**src/hdl/erdo_pkg.sv**
```systemverilog
// ----------------------------------------------------------------------------
// erdo_pkg
// Shared types and constants of the expert route dedup / offset block.
// ----------------------------------------------------------------------------
package erdo_pkg;

  localparam int ID_W      = 16;
  localparam int LAYER_W   = 8;
  localparam int POS_W     = 6;
  localparam int SLOT_W    = 7;
  localparam int UEXP_W    = 12;
  localparam int OFF_W     = 48;
  localparam int TOT_W     = 7;
  localparam int CFG_W     = 32;
  localparam int CFG_IDX_W = 1;

  localparam logic [CFG_IDX_W-1:0] CFG_RECORD_SIZE = 1'b0;
  localparam logic [CFG_IDX_W-1:0] CFG_LAYER_COUNT = 1'b1;

  localparam logic [CFG_W-1:0]   RECORD_SIZE_RST = 32'd9400320;
  localparam logic [LAYER_W-1:0] LAYER_COUNT_RST = 8'd3;

  // slot code for inactive ids and error results
  localparam logic [SLOT_W-1:0] SLOT_NONE = '1;

  typedef enum logic [1:0] {
    STAT_OK      = 2'd0,
    STAT_INVALID = 2'd1,
    STAT_POISON  = 2'd2
  } status_t;

  typedef enum logic [3:0] {
    ST_COLLECT,
    ST_ERR_OUT,
    ST_ID_RD,
    ST_ID_CHK,
    ST_TAB_CMP,
    ST_E_RD,
    ST_E_TAB,
    ST_E_IDX,
    ST_E_MUL,
    ST_E_OUT
  } state_t;

  typedef struct packed {
    logic [LAYER_W-1:0] layer;
    logic [UEXP_W-1:0]  expert;
  } off_req_t;

endpackage

```
**src/hdl/erdo_offset.sv**
```systemverilog
// ----------------------------------------------------------------------------
// erdo_offset
// Two-stage record offset unit: (layer*EXPERTS + expert) * record_size.
// ----------------------------------------------------------------------------
module erdo_offset #(
  parameter int EXPERTS = 128
) (
  input  logic                                clk,
  input  erdo_pkg::off_req_t                  req,
  input  logic [erdo_pkg::CFG_W-1:0]          record_size,
  output logic [erdo_pkg::OFF_W-1:0]          offset
);
  import erdo_pkg::*;

  localparam int EXP_W  = $clog2(EXPERTS);
  localparam int IDX_W  = LAYER_W + EXP_W;
  localparam int PROD_W = IDX_W + CFG_W;

  logic [IDX_W-1:0]  idx_q;
  logic [PROD_W-1:0] prod_q;

  always_ff @(posedge clk) begin
    idx_q  <= IDX_W'(req.layer) * IDX_W'(EXPERTS) + IDX_W'(req.expert[EXP_W-1:0]);
    prod_q <= PROD_W'(idx_q) * PROD_W'(record_size);
  end

  assign offset = OFF_W'(prod_q);

endmodule

```
**src/hdl/erdo_core.sv**
```systemverilog
// ----------------------------------------------------------------------------
// erdo_core
// Batch collection, sequential dedup scan and result emission.
// ----------------------------------------------------------------------------
module erdo_core #(
  parameter int SLOTS   = 9,
  parameter int EXPERTS = 128
) (
  input  logic                             clk,
  input  logic                             rst,
  input  logic                             in_valid,
  output logic                             in_stall,
  input  logic [erdo_pkg::ID_W-1:0]        expert_id,
  input  logic [erdo_pkg::LAYER_W-1:0]     layer,
  input  logic                             last,
  input  logic [erdo_pkg::LAYER_W-1:0]     layer_count,
  output erdo_pkg::off_req_t               off_req,
  input  logic [erdo_pkg::OFF_W-1:0]       off_data,
  output logic                             out_valid,
  input  logic                             out_stall,
  output logic [erdo_pkg::POS_W-1:0]       position,
  output logic [erdo_pkg::SLOT_W-1:0]      mapped_slot,
  output logic                             new_entry,
  output logic [erdo_pkg::UEXP_W-1:0]      unique_expert,
  output logic [erdo_pkg::OFF_W-1:0]       record_offset,
  output logic [erdo_pkg::TOT_W-1:0]       unique_total,
  output logic [1:0]                       status,
  output logic                             final_res
);
  import erdo_pkg::*;

  localparam int EXP_W = $clog2(EXPERTS);
  localparam int IDB_W = EXP_W + 1;                 // {inactive, id}
  localparam int CNT_W = $clog2(SLOTS + 1);
  localparam int SI_W  = (SLOTS > 1) ? $clog2(SLOTS) : 1;
  localparam int SB_W  = SI_W + 2;                  // {active, new, slot}

  state_t state, state_next;

  // storage
  logic [IDB_W-1:0] id_buf   [SLOTS];
  logic [EXP_W-1:0] uniq_tab [SLOTS];
  logic [SB_W-1:0]  slot_buf [SLOTS];

  // control and batch registers
  logic [CNT_W-1:0]   len;
  logic               ovf;
  logic               bad;
  logic               sticky;
  logic [CNT_W-1:0]   n_q;
  logic [LAYER_W-1:0] layer_q;
  status_t            stat_q;
  logic [CNT_W-1:0]   pos;
  logic [CNT_W-1:0]   s;
  logic [CNT_W-1:0]   used;

  // read data registers
  logic [IDB_W-1:0] id_q;
  logic [EXP_W-1:0] tab_q;
  logic [SB_W-1:0]  sb_q;

  // combinational control
  logic             acc;
  logic             id_bad;
  logic             room;
  logic             ovf_all;
  logic             bad_all;
  status_t          batch_stat;
  logic             last_pos;
  logic             hit_new;
  logic             match;
  logic             id_we;
  logic             tab_we;
  logic             tab_re;
  logic [SI_W-1:0]  tab_raddr;
  logic             sb_we;
  logic [SB_W-1:0]  sb_wdata;
  logic             pos_step;
  logic             batch_ok;

  assign acc      = in_valid && !in_stall;
  assign id_bad   = ($signed(expert_id) < -16'sd1) ||
                    ($signed(expert_id) >= $signed(ID_W'(EXPERTS)));
  assign room     = (len < CNT_W'(SLOTS));
  assign ovf_all  = ovf || !room;
  assign bad_all  = bad || id_bad;
  assign last_pos = (pos == n_q - CNT_W'(1));
  assign hit_new  = (s == used);
  assign match    = (tab_q == id_q[EXP_W-1:0]);
  assign batch_ok = (stat_q == STAT_OK);

  // overflow and layer checks take precedence over poison
  always_comb begin
    if (ovf_all || (layer >= layer_count)) begin
      batch_stat = STAT_INVALID;
    end else if (sticky) begin
      batch_stat = STAT_POISON;
    end else if (bad_all) begin
      batch_stat = STAT_INVALID;
    end else begin
      batch_stat = STAT_OK;
    end
  end

  // next state
  always_comb begin
    state_next = state;
    case (state)
      ST_COLLECT: begin
        if (in_valid && last) begin
          state_next = (batch_stat == STAT_OK) ? ST_ID_RD : ST_ERR_OUT;
        end
      end
      ST_ERR_OUT: begin
        if (!out_stall && last_pos) state_next = ST_COLLECT;
      end
      ST_ID_RD: state_next = ST_ID_CHK;
      ST_ID_CHK: begin
        if (id_q[IDB_W-1] || hit_new) begin
          state_next = last_pos ? ST_E_RD : ST_ID_RD;
        end else begin
          state_next = ST_TAB_CMP;
        end
      end
      ST_TAB_CMP: begin
        if (match) begin
          state_next = last_pos ? ST_E_RD : ST_ID_RD;
        end else begin
          state_next = ST_ID_CHK;
        end
      end
      ST_E_RD:  state_next = ST_E_TAB;
      ST_E_TAB: state_next = sb_q[SI_W] ? ST_E_IDX : ST_E_OUT;
      ST_E_IDX: state_next = ST_E_MUL;
      ST_E_MUL: state_next = ST_E_OUT;
      ST_E_OUT: begin
        if (!out_stall) state_next = last_pos ? ST_COLLECT : ST_E_RD;
      end
      default: state_next = ST_COLLECT;
    endcase
  end

  // state outputs
  always_comb begin
    in_stall  = 1'b1;
    out_valid = 1'b0;
    id_we     = 1'b0;
    tab_we    = 1'b0;
    tab_re    = 1'b0;
    tab_raddr = s[SI_W-1:0];
    sb_we     = 1'b0;
    sb_wdata  = '0;
    pos_step  = 1'b0;
    case (state)
      ST_COLLECT: begin
        in_stall = 1'b0;
        id_we    = in_valid && room;
      end
      ST_ERR_OUT: begin
        out_valid = 1'b1;
        pos_step  = !out_stall;
      end
      ST_ID_CHK: begin
        if (id_q[IDB_W-1]) begin
          sb_we    = 1'b1;
          pos_step = 1'b1;
        end else if (hit_new) begin
          tab_we   = 1'b1;
          sb_we    = 1'b1;
          sb_wdata = {1'b1, 1'b1, used[SI_W-1:0]};
          pos_step = 1'b1;
        end else begin
          tab_re = 1'b1;
        end
      end
      ST_TAB_CMP: begin
        if (match) begin
          sb_we    = 1'b1;
          sb_wdata = {1'b1, 1'b0, s[SI_W-1:0]};
          pos_step = 1'b1;
        end
      end
      ST_E_TAB: begin
        tab_raddr = sb_q[SI_W-1:0];
        tab_re    = sb_q[SI_W];
      end
      ST_E_OUT: begin
        out_valid = 1'b1;
        pos_step  = !out_stall;
      end
      default: ;
    endcase
  end

  // memories
  always_ff @(posedge clk) begin
    if (id_we) id_buf[len[SI_W-1:0]] <= {expert_id[ID_W-1], expert_id[EXP_W-1:0]};
    if (state == ST_ID_RD) id_q <= id_buf[pos[SI_W-1:0]];
  end

  always_ff @(posedge clk) begin
    if (tab_we) uniq_tab[used[SI_W-1:0]] <= id_q[EXP_W-1:0];
    if (tab_re) tab_q <= uniq_tab[tab_raddr];
  end

  always_ff @(posedge clk) begin
    if (sb_we) slot_buf[pos[SI_W-1:0]] <= sb_wdata;
    if (state == ST_E_RD) sb_q <= slot_buf[pos[SI_W-1:0]];
  end

  // control registers
  always_ff @(posedge clk) begin
    if (rst) begin
      state  <= ST_COLLECT;
      len    <= '0;
      ovf    <= 1'b0;
      bad    <= 1'b0;
      sticky <= 1'b0;
      n_q    <= '0;
      pos    <= '0;
      s      <= '0;
      used   <= '0;
      stat_q <= STAT_OK;
    end else begin
      state <= state_next;
      if (acc) begin
        if (last) begin
          n_q     <= room ? len + CNT_W'(1) : len;
          layer_q <= layer;
          stat_q  <= batch_stat;
          len     <= '0;
          ovf     <= 1'b0;
          bad     <= 1'b0;
          pos     <= '0;
          used    <= '0;
          if (!ovf_all && (layer < layer_count) && !sticky && bad_all) sticky <= 1'b1;
        end else begin
          if (id_bad) bad <= 1'b1;
          if (room) begin
            len <= len + CNT_W'(1);
          end else begin
            ovf <= 1'b1;
          end
        end
      end
      if (pos_step) pos <= last_pos ? '0 : pos + CNT_W'(1);
      if (state == ST_ID_RD) s <= '0;
      if (state == ST_TAB_CMP && !match) s <= s + CNT_W'(1);
      if (tab_we) used <= used + CNT_W'(1);
    end
  end

  assign off_req.layer  = layer_q;
  assign off_req.expert = UEXP_W'(tab_q);

  // result fields straight from registers
  assign position      = POS_W'(pos);
  assign mapped_slot   = (batch_ok && sb_q[SI_W+1]) ? SLOT_W'(sb_q[SI_W-1:0]) : SLOT_NONE;
  assign new_entry     = batch_ok && sb_q[SI_W];
  assign unique_expert = new_entry ? UEXP_W'(tab_q) : '0;
  assign record_offset = new_entry ? off_data : '0;
  assign unique_total  = batch_ok ? TOT_W'(used) : '0;
  assign status        = stat_q;
  assign final_res     = last_pos;

endmodule

```
**src/hdl/expert_route_dedup_offset_top.sv**
```systemverilog
// ----------------------------------------------------------------------------
// expert_route_dedup_offset_top
// Expert id batch checker, first-occurrence dedup and record offset generator.
// ----------------------------------------------------------------------------
// Collect: one id per cycle while idle; the last id starts batch processing.
// Scan: per position read the id, then compare table entries until hit or new.
// Emit: memory reads, plus the 2-stage offset mult for a new entry. Error
// batches: one result per unstalled cycle. No input taken until emission ends.
// Sync reset: clears batch, sticky failure and loads config reset values.
// ----------------------------------------------------------------------------
module expert_route_dedup_offset_top #(
  parameter int SLOTS   = 9,
  parameter int EXPERTS = 128
) (
  input  logic                             clk,
  input  logic                             rst,
  input  logic                             cfg_we,
  input  logic [erdo_pkg::CFG_IDX_W-1:0]   cfg_index,
  input  logic [erdo_pkg::CFG_W-1:0]       cfg_data,
  input  logic                             in_valid,
  output logic                             in_stall,
  input  logic [erdo_pkg::ID_W-1:0]        expert_id,
  input  logic [erdo_pkg::LAYER_W-1:0]     layer,
  input  logic                             last,
  output logic                             out_valid,
  input  logic                             out_stall,
  output logic [erdo_pkg::POS_W-1:0]       position,
  output logic [erdo_pkg::SLOT_W-1:0]      mapped_slot,
  output logic                             new_entry,
  output logic [erdo_pkg::UEXP_W-1:0]      unique_expert,
  output logic [erdo_pkg::OFF_W-1:0]       record_offset,
  output logic [erdo_pkg::TOT_W-1:0]       unique_total,
  output logic [1:0]                       status,
  output logic                             final_res
);
  import erdo_pkg::*;

  logic [CFG_W-1:0]   record_size;
  logic [LAYER_W-1:0] layer_count;
  off_req_t           off_req;
  logic [OFF_W-1:0]   off_data;

  always_ff @(posedge clk) begin
    if (rst) begin
      record_size <= RECORD_SIZE_RST;
      layer_count <= LAYER_COUNT_RST;
    end else if (cfg_we) begin
      case (cfg_index)
        CFG_RECORD_SIZE: record_size <= cfg_data;
        CFG_LAYER_COUNT: layer_count <= cfg_data[LAYER_W-1:0];
        default: ;
      endcase
    end
  end

  erdo_core #(
    .SLOTS   (SLOTS),
    .EXPERTS (EXPERTS)
  ) u_core (
    .clk           (clk),
    .rst           (rst),
    .in_valid      (in_valid),
    .in_stall      (in_stall),
    .expert_id     (expert_id),
    .layer         (layer),
    .last          (last),
    .layer_count   (layer_count),
    .off_req       (off_req),
    .off_data      (off_data),
    .out_valid     (out_valid),
    .out_stall     (out_stall),
    .position      (position),
    .mapped_slot   (mapped_slot),
    .new_entry     (new_entry),
    .unique_expert (unique_expert),
    .record_offset (record_offset),
    .unique_total  (unique_total),
    .status        (status),
    .final_res     (final_res)
  );

  erdo_offset #(
    .EXPERTS (EXPERTS)
  ) u_offset (
    .clk         (clk),
    .req         (off_req),
    .record_size (record_size),
    .offset      (off_data)
  );

endmodule

```
**config.mk**
```make
export PLATFORM = sky130hd
export DESIGN_NAME = expert_route_dedup_offset_top
export DESIGN_NICKNAME = d
export VERILOG_FILES = /design/src/hdl/erdo_pkg.sv /design/src/hdl/erdo_offset.sv /design/src/hdl/erdo_core.sv /design/src/hdl/expert_route_dedup_offset_top.sv
export SDC_FILE = /design/constraint.sdc
export NUM_CORES = 2
export LEC_CHECK = 0
export BUFFER_PORTS_ARGS = -buffer_cell sky130_fd_sc_hd__buf_4
export CAP_MARGIN = 20
export CELL_PAD_IN_SITES_DETAIL_PLACEMENT = 0
export CELL_PAD_IN_SITES_GLOBAL_PLACEMENT = 1
export CORE_UTILIZATION = 51
export DETAILED_ROUTE_END_ITERATION = 6
export PLACE_DENSITY = 0.83
export SKIP_CTS_REPAIR_TIMING = 1
export SYNTH_ARGS = -nofsm -noshare
export SYNTH_HDL_FRONTEND = slang
export SYNTH_SLANG_ARGS = --single-unit
export TNS_END_PERCENT = 10
```
**constraint.sdc**
```tcl
create_clock -name clk -period 9.05 [get_ports clk]
set_input_delay 0.905 -clock clk [delete_from_list [all_inputs] [get_ports clk]]
set_output_delay 0.905 -clock clk [all_outputs]
set_load 0.03 [all_outputs]
```
==> impl_metrics.json <==
{
  "status": "finished clean",
  "drive_above_1_share_pct": 10.0,
  "synth.most_common_cell": "inv_1",
  "maxCapViolations": 0,
  "fin_worst_skew_ns": 0.0433,
  "syn2layout_area_growth_pct": 10.4,
  "crit_family": "adder cells",
  "numClockSinks": 349,
  "synth.distinct_cells": 75,
  "setup_violations": 0,
  "die-area_sq_um": 58000,
  "period_minus_slack_ns": 7.25,
  "die_w_um": 241,
  "fin_util_pct": 57.0,
  "gr-total-overflow": 0,
  "arrival_ns": 7.72,
  "fin_cells": 3645,
  "dp_hpwl_um": 56400,
  "avgSynthCellArea_sq_um": 10.4,
  "num_io_pins": 149,
  "root_buffer": "clkbuf_16",
  "cpMaxStageDelayCell": "dfxtp_1",
  "crit_type": "reg -> reg",
  "cts_inserted_buffers": 40,
  "gp_congestion": 0.964,
  "clk_pin_slew_worst_paths_ns": 0.06,
  "core.rowCount": 87,
  "finalNetCount": 3441,
  "ys_warn_count": 0,
  "io_buffers": 137,
  "grt_start_max_net_pins": 70,
  "r2r_cells": 20,
  "syn_inst": 2797,
  "p_per_area_nw_per_um2": 247,
  "grt_pass1_wl_um": 119000,
  "tns_ns": 0,
  "initial_core_util_pct": 51.6,
  "synth_edf_count": 218,
  "dpl.cell_count": 3567,
  "yosysSeqAreaShare_pct": 31.5,
  "critPathMaxStageDelay_ns": 1.00,
  "slew_headroom_pct": 27.0,
  "htree_levels": 2,
  "whs_ns": 0.340,
  "start_kind": "flip-flop",
  "p_leak_nw": 14.3,
  "finalPower_mw": 7.95,
  "coreArea_sq_um": 56400,
  "clk_latency_ns": 0.59,
  "post_synth_instance_area_sq_um": 29100,
  "critPathCaptureType": "flip-flop",
  "crit_buf_inv": 5,
  "cp_num_cells": 20,
  "synth_seq_cells": 349,
  "synth_top_area_share_pct": 26.7,
  "wirelength_um": 76400,
  "ant_nets": 0,
  "critPathMaxFanout": 18,
  "routedWlPerCell_um": 21.0,
  "synth_area_leaders": "fa_1 (27%), edfxtp_1 (22%), dfxtp_1 (9.0%)",
  "vdd.ir_drop.worst_mv": 0.329,
  "num_vias": 20100,
  "drt-initial-drc-count": 1408,
  "cts.path.max_buffers": 3,
  "cts_tree": "done",
  "worstMarginPinSlew_ns": 1.07,
  "grt_usage_pct": 27.3,
  "drtPass1Iterations": 5,
  "post-synth-top-area-cell": "fa_1",
  "hp-class": "reg -> reg",
  "fp.dieH_um": 241,
  "rsz0062_at_grt": "no",
  "hold_viol": 0,
  "drc_errors": 0,
  "holdPathStages": 0,
  "fmax_mhz": 138,
  "slew_viol_final": 0,
  "synth_common_cells": "inv_1 (446), fa_1 (388), nand2_1 (351)",
  "fin_crit_sh_pct": 80.1,
  "crit_required_ns": 9.52,
  "viasPerCell": 5.51,
  "grt_pass1_vias": 20900,
  "crit_path_frequent_cell": "fa_1",
  "grt_antenna_before_repair": 2,
  "path_cells": "buf_4 -> and2_1 -> fa_1 -> inv_1 -> fa_1 -> fa_1 -> inv_1 -> fa_1 -> fa_1 -> inv_1 -> fa_1 -> inv_1 -> ha_1 -> and3_1 -> nand2_1 -> or2_2 -> a211oi_1 -> nor3_1 -> o21ai_0 -> xor2_1",
  "synth-async-reset-ratio_pct": 0,
  "synth_top_flop_cell": "edfxtp_1"
}
metal layers:
| metal | global-route usage [%] | wire length (um) |
|---|---|---|
| met5 | 0 | 0 |
| met1 | 36.9 | 32300 |
| met3 | 3.77 | 4690 |
| met4 | 9.11 | 2350 |
| met2 | 45.6 | 37100 |
area by class of cell:
type	count	area, sq um
antenna	1	2.50
clock buffer	54	1100
clock inverter	20	268
fill	4857	24200
inverter	446	1670
multi-input combinational	1852	17700
sequential	349	9170
tap	756	946
timing repair buffer	167	1310
worst register-to-register path, stage by stage (launching register included):
cell      delay [ns]
dfxtp_1         1.00
buf_4           0.42
and2_1          0.20
fa_1            0.40
inv_1           0.09
fa_1            0.42
fa_1            0.54
inv_1           0.06
fa_1            0.45
fa_1            0.50
inv_1           0.05
fa_1            0.47
inv_1           0.04
ha_1            0.45
and3_1          0.32
nand2_1         0.13
or2_2           0.34
a211oi_1        0.46
nor3_1          0.17
o21ai_0         0.30
xor2_1          0.34
report_power, final:
group / internal (mW) / leakage [nW] / switching [mW]
logic: 1.65 / 10.6 / 2.70
clock network: 0.962 / 0.646 / 0.712
registers: 1.83 / 3.09 / 0.0945
total: 4.44 / 14.3 / 3.50
state kept, by name, indices dropped and copies added (netlist names), 6 cells and up:
| signal | cells |
|---|---|
| u_offset.idx_q | 15 |
| u_core.slot_buf | 54 |
| u_core.id_q | 8 |
| u_core.tab_q | 7 |
| u_core.id_buf | 72 |
| u_core.layer_q | 8 |
| u_core.sb_q | 6 |
| u_core.uniq_tab | 63 |
| u_offset.prod_q | 47 |
| layer_count | 8 |
| record_size | 32 |
cell usage in the layout (no fill, tap or decap), types with 11 or more instances in the layout:
cell type    n
buf_4      163
inv_1      446
nand2_1    351
xor2_1      29
nor2_1      70
conb_1      11
edfxtp_1   218
nor3_1      31
ha_1       134
xnor2_1     30
and3_1      70
mux2i_1     25
nand3b_1    13
a21oi_1    102
a21o_1      21
o21ai_0     51
dfxtp_1    128
nand3_1     24
nand4_1     16
fa_1       388
clkbuf_16   40
and2_1     299
a31oi_1     12
mux4_2      32
logic make-up (layout without fill, tap and decap cells):
kind of cell | after synthesis | in the layout | synth area share (%)
AOI/OAI and AO/OA | 255 | 255 | 5.40
xor gates and xnor gates | 59 | 59 | 1.78
adders and majority gates | 522 | 522 | 32.4
buffers and inverters | 606 | 687 | 8.03
DFF | 349 | 349 | 31.5
muxes | 70 | 70 | 4.35
other | 1 | 12 | 0.0129
and+or+nand+nor | 935 | 935 | 16.5
metrics by stage:
stage	worst slack (ns)	cell area, sq um
2_1_floorplan	3.19	29100
3_3_place_gp	1.76	30700
3_5_place_dp	1.79	30700
4_1_cts	1.73	32100
5_1_grt	1.51	32100
6_report	1.80	32100
path summary, 6_finish.rpt:
kind	from	to	slack, ns
worst max-delay path	u_offset.idx_q[9]	u_offset.prod_q[37]	1.80
worst min-delay path	u_core.layer_q[6]	u_offset.idx_q[13]	0.34
worst max register to register	u_offset.idx_q[9]	u_offset.prod_q[37]	1.80
worst min register to register	u_core.layer_q[6]	u_offset.idx_q[13]	0.34
(Power assumes the default switching activity.)
